--- src/hw/rtl/clcd_pkg.sv ---
`timescale 1ns / 1ps

package clcd_pkg;

	// Expander byte bit positions
	localparam int unsigned BitSelect    = 0;
	localparam int unsigned BitRead      = 1;
	localparam int unsigned BitEnable    = 2;
	localparam int unsigned BitBacklight = 3;

	// Display address map
	localparam logic [6:0] Line1End   = 7'h28;
	localparam logic [6:0] Line2Start = 7'h40;
	localparam logic [6:0] Line2End   = 7'h68;
	localparam logic [5:0] FoldColumn = 6'd20;
	localparam logic [2:0] FoldRows   = 3'd4;

	// Nibble accumulator: marker bit plus two nibbles
	localparam logic [8:0] AccRestart = 9'h001;

	// Configuration register indexes and reset values
	localparam logic RegDisplayRows = 1'b0;
	localparam logic RegMaxColumns  = 1'b1;
	localparam logic [2:0] DisplayRowsReset = 3'd2;
	localparam logic [5:0] MaxColumnsReset  = 6'd40;
	localparam logic [5:0] ColumnLimit      = 6'd40;

	typedef enum logic [1:0] {
		EV_IGNORED  = 2'd0,
		EV_ABSORBED = 2'd1,
		EV_WRITE    = 2'd2,
		EV_CLEAR    = 2'd3
	} event_t;

endpackage

--- src/hw/rtl/char_lcd_backpack_emulator_unit.sv ---
`timescale 1ns / 1ps

// Character LCD backpack emulator. Each item is one byte written to the port
// expander behind a 4-bit character LCD; each item gives exactly one result
// item: an event code (ignored, absorbed, character write, clear), the row,
// column and code of a written character, the backlight state and the count
// of columns seen. One item is accepted per clock cycle while the result
// channel is not stalled; each result passes the input register, then the
// result register, and the decoder state (accumulator, address, column count)
// is updated as its item moves from the one to the other.
// display_rows and max_columns are written through the APB port at byte
// addresses 0 and 4 and should only change while no items are in flight.
module char_lcd_backpack_emulator_unit (
	input  logic       clk,
	input  logic       arst_n,
	// input channel
	input  logic       in_valid,
	output logic       in_stall,
	input  logic [7:0] bus_byte,
	// result channel
	output logic       out_valid,
	input  logic       out_stall,
	output logic [1:0] event_res,
	output logic [1:0] write_row,
	output logic [5:0] write_column,
	output logic [7:0] write_char,
	output logic       backlight_on,
	output logic [5:0] column_count,
	// configuration port
	input  logic        psel,
	input  logic        penable,
	input  logic        pwrite,
	input  logic [2:0]  paddr,
	input  logic [31:0] pwdata,
	output logic [31:0] prdata,
	output logic        pready
);

	// configuration registers
	logic [2:0] display_rows_q;
	logic [5:0] max_columns_q;

	// input stage
	logic       v_s1;
	logic [7:0] byte_s1;
	logic       in_acc;
	logic       adv;

	// decoder state
	logic       select_q;
	logic [8:0] acc_q;
	logic [6:0] addr_q;
	logic [5:0] seen_q;
	logic       light_q;

	// next state and result
	logic       select_d;
	logic [8:0] acc_d;
	logic [6:0] addr_d;
	logic [5:0] seen_d;
	logic       light_d;
	clcd_pkg::event_t ev_d;
	logic [1:0] row_d;
	logic [5:0] col_d;
	logic [7:0] chr_d;

	// result register
	clcd_pkg::event_t ev_q;
	logic [1:0] row_q;
	logic [5:0] col_q;
	logic [7:0] chr_q;

	// scratch for the decode
	logic       counted;
	logic [8:0] acc_shift;
	logic [7:0] whole;
	logic [6:0] addr_fix;
	logic [5:0] x_raw;
	logic [5:0] x_fold;
	logic [1:0] y_fold;
	logic [5:0] grow;
	logic       cfg_wr;

	// Handshake
	assign adv      = v_s1 && (!out_valid || !out_stall);
	assign in_stall = v_s1 && !adv;
	assign in_acc   = in_valid && !in_stall;

	// Configuration port
	assign pready = 1'b1;
	assign cfg_wr = psel && penable && pwrite;

	always_comb begin
		prdata = '0;
		case (paddr[2])
			clcd_pkg::RegDisplayRows: prdata = {29'd0, display_rows_q};
			clcd_pkg::RegMaxColumns:  prdata = {26'd0, max_columns_q};
			default:                  prdata = '0;
		endcase
	end

	always_ff @(posedge clk or negedge arst_n) begin
		if (!arst_n) begin
			display_rows_q <= clcd_pkg::DisplayRowsReset;
			max_columns_q  <= clcd_pkg::MaxColumnsReset;
		end else if (cfg_wr) begin
			if (paddr[2] == clcd_pkg::RegDisplayRows) begin
				display_rows_q <= pwdata[2:0];
			end else begin
				max_columns_q <= pwdata[5:0];
			end
		end
	end

	// Input register: load on accept, drop once passed on
	always_ff @(posedge clk or negedge arst_n) begin
		if (!arst_n) begin
			v_s1 <= 1'b0;
		end else if (in_acc) begin
			v_s1 <= 1'b1;
		end else if (adv) begin
			v_s1 <= 1'b0;
		end
	end

	always_ff @(posedge clk) begin
		if (in_acc) begin
			byte_s1 <= bus_byte;
		end
	end

	// Decode one expander byte against the current state
	always_comb begin
		select_d  = select_q;
		acc_d     = acc_q;
		addr_d    = addr_q;
		seen_d    = seen_q;
		light_d   = light_q;
		ev_d      = clcd_pkg::EV_IGNORED;
		row_d     = '0;
		col_d     = '0;
		chr_d     = '0;
		acc_shift = '0;
		whole     = '0;
		addr_fix  = addr_q;
		x_raw     = '0;
		x_fold    = '0;
		y_fold    = '0;
		grow      = '0;

		counted = byte_s1[clcd_pkg::BitEnable] && !byte_s1[clcd_pkg::BitRead];
		if (counted) begin
			light_d  = byte_s1[clcd_pkg::BitBacklight];
			select_d = byte_s1[clcd_pkg::BitSelect];
			// restart the accumulator on a select change, then take the nibble
			if (select_d != select_q) begin
				acc_shift = {clcd_pkg::AccRestart[4:0], byte_s1[7:4]};
			end else begin
				acc_shift = {acc_q[4:0], byte_s1[7:4]};
			end
			acc_d = acc_shift;
			ev_d  = clcd_pkg::EV_ABSORBED;
			whole = acc_shift[7:0];
			if (acc_shift[8]) begin
				acc_d = clcd_pkg::AccRestart;
				if (select_d) begin
					// character data: fix up the address, then fold
					if (addr_q >= clcd_pkg::Line2End) begin
						addr_fix = '0;
					end else if (addr_q >= clcd_pkg::Line1End &&
					             addr_q < clcd_pkg::Line2Start) begin
						addr_fix = clcd_pkg::Line2Start;
					end else begin
						addr_fix = addr_q;
					end
					x_raw = addr_fix[5:0];
					if (display_rows_q == clcd_pkg::FoldRows &&
					    x_raw >= clcd_pkg::FoldColumn) begin
						x_fold = x_raw - clcd_pkg::FoldColumn;
						y_fold = {1'b1, addr_fix[6]};
					end else begin
						x_fold = x_raw;
						y_fold = {1'b0, addr_fix[6]};
					end
					addr_d = addr_fix + 7'd1;
					grow   = x_fold + 6'd1;
					if (x_fold >= seen_q) begin
						seen_d = (grow < max_columns_q) ? grow : max_columns_q;
					end
					row_d = y_fold;
					col_d = x_fold;
					chr_d = whole;
					ev_d  = clcd_pkg::EV_WRITE;
				end else begin
					// command: decode by leading one
					if (whole[7]) begin
						addr_d = whole[6:0];
					end else if (whole[7:2] == 6'd0 && whole[1]) begin
						addr_d = '0;
					end else if (whole == 8'd1) begin
						addr_d = '0;
						ev_d   = clcd_pkg::EV_CLEAR;
					end
				end
			end
		end
	end

	// State update: advance with each item taken from the input register
	always_ff @(posedge clk or negedge arst_n) begin
		if (!arst_n) begin
			select_q <= 1'b0;
			acc_q    <= clcd_pkg::AccRestart;
			addr_q   <= '0;
			seen_q   <= '0;
			light_q  <= 1'b0;
		end else if (adv) begin
			select_q <= select_d;
			acc_q    <= acc_d;
			addr_q   <= addr_d;
			seen_q   <= seen_d;
			light_q  <= light_d;
		end
	end

	// Result register: hold while stalled
	always_ff @(posedge clk or negedge arst_n) begin
		if (!arst_n) begin
			out_valid <= 1'b0;
		end else if (adv) begin
			out_valid <= 1'b1;
		end else if (!out_stall) begin
			out_valid <= 1'b0;
		end
	end

	always_ff @(posedge clk) begin
		if (adv) begin
			ev_q  <= ev_d;
			row_q <= row_d;
			col_q <= col_d;
			chr_q <= chr_d;
		end
	end

	assign event_res    = ev_q;
	assign write_row    = row_q;
	assign write_column = col_q;
	assign write_char   = chr_q;
	assign backlight_on = light_q;
	assign column_count = seen_q;

	// Assertions
	a_acc_never_full: assert property (@(posedge clk) disable iff (!arst_n)
		!acc_q[8])
		else $error("accumulator kept a completed byte");

	a_stall_needs_item: assert property (@(posedge clk) disable iff (!arst_n)
		in_stall |-> v_s1 && out_valid && out_stall)
		else $error("input stalled without a blocked item");

	a_write_column_range: assert property (@(posedge clk) disable iff (!arst_n)
		out_valid && ev_q == clcd_pkg::EV_WRITE |-> col_q < clcd_pkg::ColumnLimit)
		else $error("written column out of range");

	a_nonwrite_zero: assert property (@(posedge clk) disable iff (!arst_n)
		out_valid && ev_q != clcd_pkg::EV_WRITE |-> chr_q == 8'd0 && col_q == 6'd0
		&& row_q == 2'd0)
		else $error("write fields set on a non-write result");

	a_count_bounded: assert property (@(posedge clk) disable iff (!arst_n)
		seen_q <= clcd_pkg::ColumnLimit || seen_q == $past(seen_q))
		else $error("column count grew past the column limit");

endmodule
--- config.mk ---
export PLATFORM = sky130hd
export DESIGN_NAME = char_lcd_backpack_emulator_unit
export DESIGN_NICKNAME = d
export VERILOG_FILES = /design/src/hw/rtl/clcd_pkg.sv /design/src/hw/rtl/char_lcd_backpack_emulator_unit.sv
export SDC_FILE = /design/constraint.sdc
export NUM_CORES = 1
export LEC_CHECK = 0
export ABC_AREA = 1
export BUFFER_PORTS_ARGS = -buffer_cell sky130_fd_sc_hd__buf_2
export CAP_MARGIN = 20
export CORE_MARGIN = 8
export CORE_UTILIZATION = 30
export DETAILED_ROUTE_END_ITERATION = 6
export GPL_ROUTABILITY_DRIVEN = 0
export PLACE_DENSITY = 0.6
export SETUP_SLACK_MARGIN = 0.05
export SYNTH_ARGS = -nofsm -noshare
export SYNTH_HDL_FRONTEND = slang
export SYNTH_SLANG_ARGS = --single-unit
--- constraint.sdc ---
create_clock -name clk -period 3.4 [get_ports clk]
set_input_delay 1.02 -clock clk [delete_from_list [all_inputs] [get_ports clk]]
set_output_delay 1.02 -clock clk [all_outputs]
set_load 0.01 [all_outputs]
==> flow_metrics.py <==
metrics = {
    "setup_path": {
        "worstRegToRegCells": 22,
        "path_class": "flip-flop to flip-flop",
        "required_time_at_the_endpoint_of_the_critical_path_ns": 3.62,
        "setup.worst_path.start_class": "flip-flop",
        "critical_path.most_common_cell": "nand2_2",
        "crit_path_top_delay_cell": "dfrtp_2",
        "timing.critical_path.max_delay_family": "simple AND/OR/NAND/NOR gates",
        "worstPathBufferInverterCount": 1,
        "critical_path_maximum_fanout": 8,
        "critPathMaxStageDelay_ns": 0.45,
        "timing.critical_path.arrival_ns": 3.49,
        "critPathCaptureType": "flip-flop",
        "critical_path_cell_count": 22,
        "crit_chain": "inv_2 -> nand2_2 -> nand3_4 -> nand3_4 -> ha_1 -> nand2_1 -> nand3_2 -> nand2_4 -> nand2_8 -> nand2_4 -> nand3_4 -> nor2_4 -> nand2_2 -> nand2_2 -> nand2_2 -> ha_4 -> nand2_2 -> nor2_1 -> a211oi_2 -> nand2_2 -> o21ai_1 -> o21ai_1",
    },
    "power": {
        "combinationalPowerShare": 0.540,
        "power.share.clock": 0.164,
        "power.static_leakage_nw": 2.07,
        "cell_internal_pwr_mw": 1.89,
        "power.switching_fraction": 0.431,
        "vdd_drop_max_uv": 235,
        "seq_power_share": 0.296,
        "pwr_dens_nw_per_um2": 801,
        "switching_power_mw": 1.43,
    },
    "timing": {
        "finalHoldViolations": 0,
        "maxClockFrequency_mhz": 306,
        "fin_tns_setup_ns": 0,
        "slack_of_the_critical_path_ns": 0.134,
        "final_max_slew_viol_count": 0,
        "setup_viol_count_final": 0,
        "fin_crit_sh": 0.960,
        "tightest_slew_ns": 0.733,
        "relSlewSlack": 0.512,
        "period_needed_ns": 3.27,
        "fin_worst_skew_ns": 0.0136,
    },
    "route": {
        "drtPass1Iterations": 4,
        "route.detailed.drc": 0,
        "detail-route-antenna-nets": 0,
        "drt-wirelength-per-cell_um": 12.3,
        "routed-via-count": 2639,
        "route.final.wire_length_mm": 7.57,
        "avgViaCountPerCell": 4.28,
        "dr.first_iter.drc_count": 113,
    },
    "logic_synthesis": {
        "synth.top_cell.area_share": 0.232,
        "synth_top_area_cell": "edfxtp_1",
        "ys_seq_elements": 57,
        "post-synth-top-count-cell": "nand2_1",
        "fraction_of_synthesis_flops_using_an_asynchronous_set_or_reset_pin": 0.544,
        "post_synth_most_frequent_cells": "nand2_1 (73), inv_1 (56), nor2_1 (35)",
        "synth_instances": 388,
        "yosys-top-cells-area": "edfxtp_1 (23%), dfrtp_1 (20%), nand2_1 (8.2%)",
        "synth_cell_types": 34,
        "post_syn_area_per_cell_um2": 8.66,
        "netlist_area_before_placement_um2": 3360,
        "synthFlopType": "dfrtp_1",
        "number_of_synthesized_flops_with_an_enable_pin": 26,
        "synth-warning-count": 0,
        "yosysSeqAreaShare": 0.465,
    },
    "placed_design": {
        "hpwlAfterDp_mm": 5.80,
        "dp_slack_ns": -0.0204,
        "io_buf_count": 54,
    },
    "grt": {
        "grtUsageTotal": 0.101,
        "antenna_found_initial": 0,
        "first_pass_grt_wire_length_mm": 11.9,
        "grt_overflow": 0,
        "pin_count_of_the_biggest_net_entering_global_routing": 32,
        "number_of_global_route_vias_before_repair": 2583,
    },
    "floorplan": {
        "core_region_area_um2": 10900,
        "die_h_um": 122,
        "die-area_um2": 14800,
        "start_util": 0.309,
        "boundaryPins": 110,
        "dieWidth_um": 122,
        "num_rows": 38,
    },
    "final_layout": {
        "insertedDiodeCount": 0,
        "seqCellArea_um2": 1570,
        "final_layout_size_suffix_gt1_frac": 0.331,
        "final_core_util": 0.381,
        "multiInputGateArea_um2": 1530,
        "num-fill-cells": 1122,
        "area_delta_synth_final_pct": 23.5,
        "net_count_of_the_finished_layout": 538,
    },
    "cts": {
        "cts_tree": "done",
        "cts_inserted_buffers": 9,
        "clock_latency_ns": 0.34,
        "clockRootBuffer": "clkbuf_8",
        "cts.clk_slew.worst_paths_ns": 0.07,
        "clock_sink_count": 57,
        "ctsHtreeMaxLevel": 3,
        "cts-root-to-sink-buffers": 2,
    },
    "worst_hold_path": {
        "worst_hold_depth": 2,
        "min-delay-path-class": "flip-flop to flip-flop",
    },
    "job": {
        "max_cap_viol_count": 0,
    },
    "run_status": {
        "run_status": "finished, final reports clean",
    },
}
[state kept, by name, indices dropped and copies added (netlist names), 2 cells and up]
signal	cells
acc_q	5
addr_q	7
byte_s1	8
column_count	6
display_rows_q	3
event_res	2
max_columns_q	6
write_char	8
write_column	6
write_row	2
[metal layers]
layer	vias up	routed length [um]	track usage
met2	73	3550	0.160
met5	-	0	0
met4	0	240	0.0571
met3	16	567	0.0384
met1	1183	3210	0.116
li1	1367	-	-
[power by group through the flow]
stage	sequential (mW)	combinational (mW)	clock [mW]
finish	0.983	1.79	0.546
global route	1.00	2.01	0.596
CTS	0.979	1.46	0.566
detailed placement	0.990	1.43	0
global placement	0.987	1.41	0
floorplan	1.00	1.04	0
[worst paths after layout]
path	start	end	slack, ns
worst max-delay path	addr_q[4]$_DFFE_PN0P_	column_count[2]$_DFFE_PN0P_	0.13
min in group asynchronous	arst_n	v_s1$_DFFE_PN0P_	0.73
worst min-delay path	byte_s1[3]$_DFFE_PP_	backlight_on$_DFFE_PN0P_	0.46
worst max register to register	addr_q[4]$_DFFE_PN0P_	column_count[2]$_DFFE_PN0P_	0.13
worst min register to register	byte_s1[3]$_DFFE_PP_	backlight_on$_DFFE_PN0P_	0.46
max in group asynchronous	arst_n	addr_q[3]$_DFFE_PN0P_	2.14
[per-stage QoR]
step                      instance area (um2)  hold WS [ns]  power (mW)  instances
after global routing                     4150         0.482        3.61        617
after floorplan                          3450         0.418        2.04        413
after detailed placement                 3730         0.453        2.42        584
after CTS                                3920         0.470        3.01        601
after global placement                   3730         0.428        2.39        584
final                                    4150         0.460        3.32        617
[worst register-to-register path: stages (launching register included)]
cell and delay [ns]:
dfrtp_2 0.45, inv_2 0.08, nand2_2 0.07, nand3_4 0.12
nand3_4 0.12, ha_1 0.23, nand2_1 0.10, nand3_2 0.12
nand2_4 0.15, nand2_8 0.08, nand2_4 0.12, nand3_4 0.08
nor2_4 0.15, nand2_2 0.06, nand2_2 0.08, nand2_2 0.07
ha_4 0.22, nand2_2 0.07, nor2_1 0.05, a211oi_2 0.28
nand2_2 0.14, o21ai_1 0.22, o21ai_1 0.09
[final cells by class]
class	instances	area share
multi-input cells	260	0.369
flip-flops and latches	57	0.377
repair buffers	78	0.109
clock inverters	6	0.0106
well taps	140	0.0422
inverters	66	0.0621
clock buffers	10	0.0308
[timing repair]
item                       4_1_cts  5_1_grt
pin swaps                        1       15
buffers inserted                 0       16
setup endpoints to repair        6        6
hold buffers                     0        0
resized for setup                3       25
gates cloned                     1        0
[cells in the final DEF (no fill, tap or decap), types with 3 or more instances in the layout]
cell      Yosys  routed
inv_1        56      55
nand3_2       8       9
o21ai_0      19      18
a21oi_1      16      14
nand2_2      11      14
nor3_1        3       3
nand3_4       2       4
dfrtp_1      27      24
nor2_1       35      35
o21ai_1      13      13
inv_2         8       8
conb_1        2      27
nand3_1       8       5
dfstp_2       4       4
clkinv_4      0       3
clkbuf_8      0       9
dfrtp_2       0       3
nand4_1       3       3
buf_4        28      24
ha_1         16      14
buf_2         0      54
edfxtp_1     26      26
nand2_1      73      68
nand2_4       3       5
o22ai_1       7       7
nor2_4        3       4
[logic make-up after synthesis]
logic type | share of synthesized area
other | 0.00224
XOR/XNOR | 0.00522
flip-flops | 0.465
AO/OA/AOI/OAI | 0.0968
adder cells (fa/ha/maj) | 0.0596
AND/OR/NAND/NOR | 0.228
buffers and inverters | 0.143
Power figures use the tool's default switching activity.
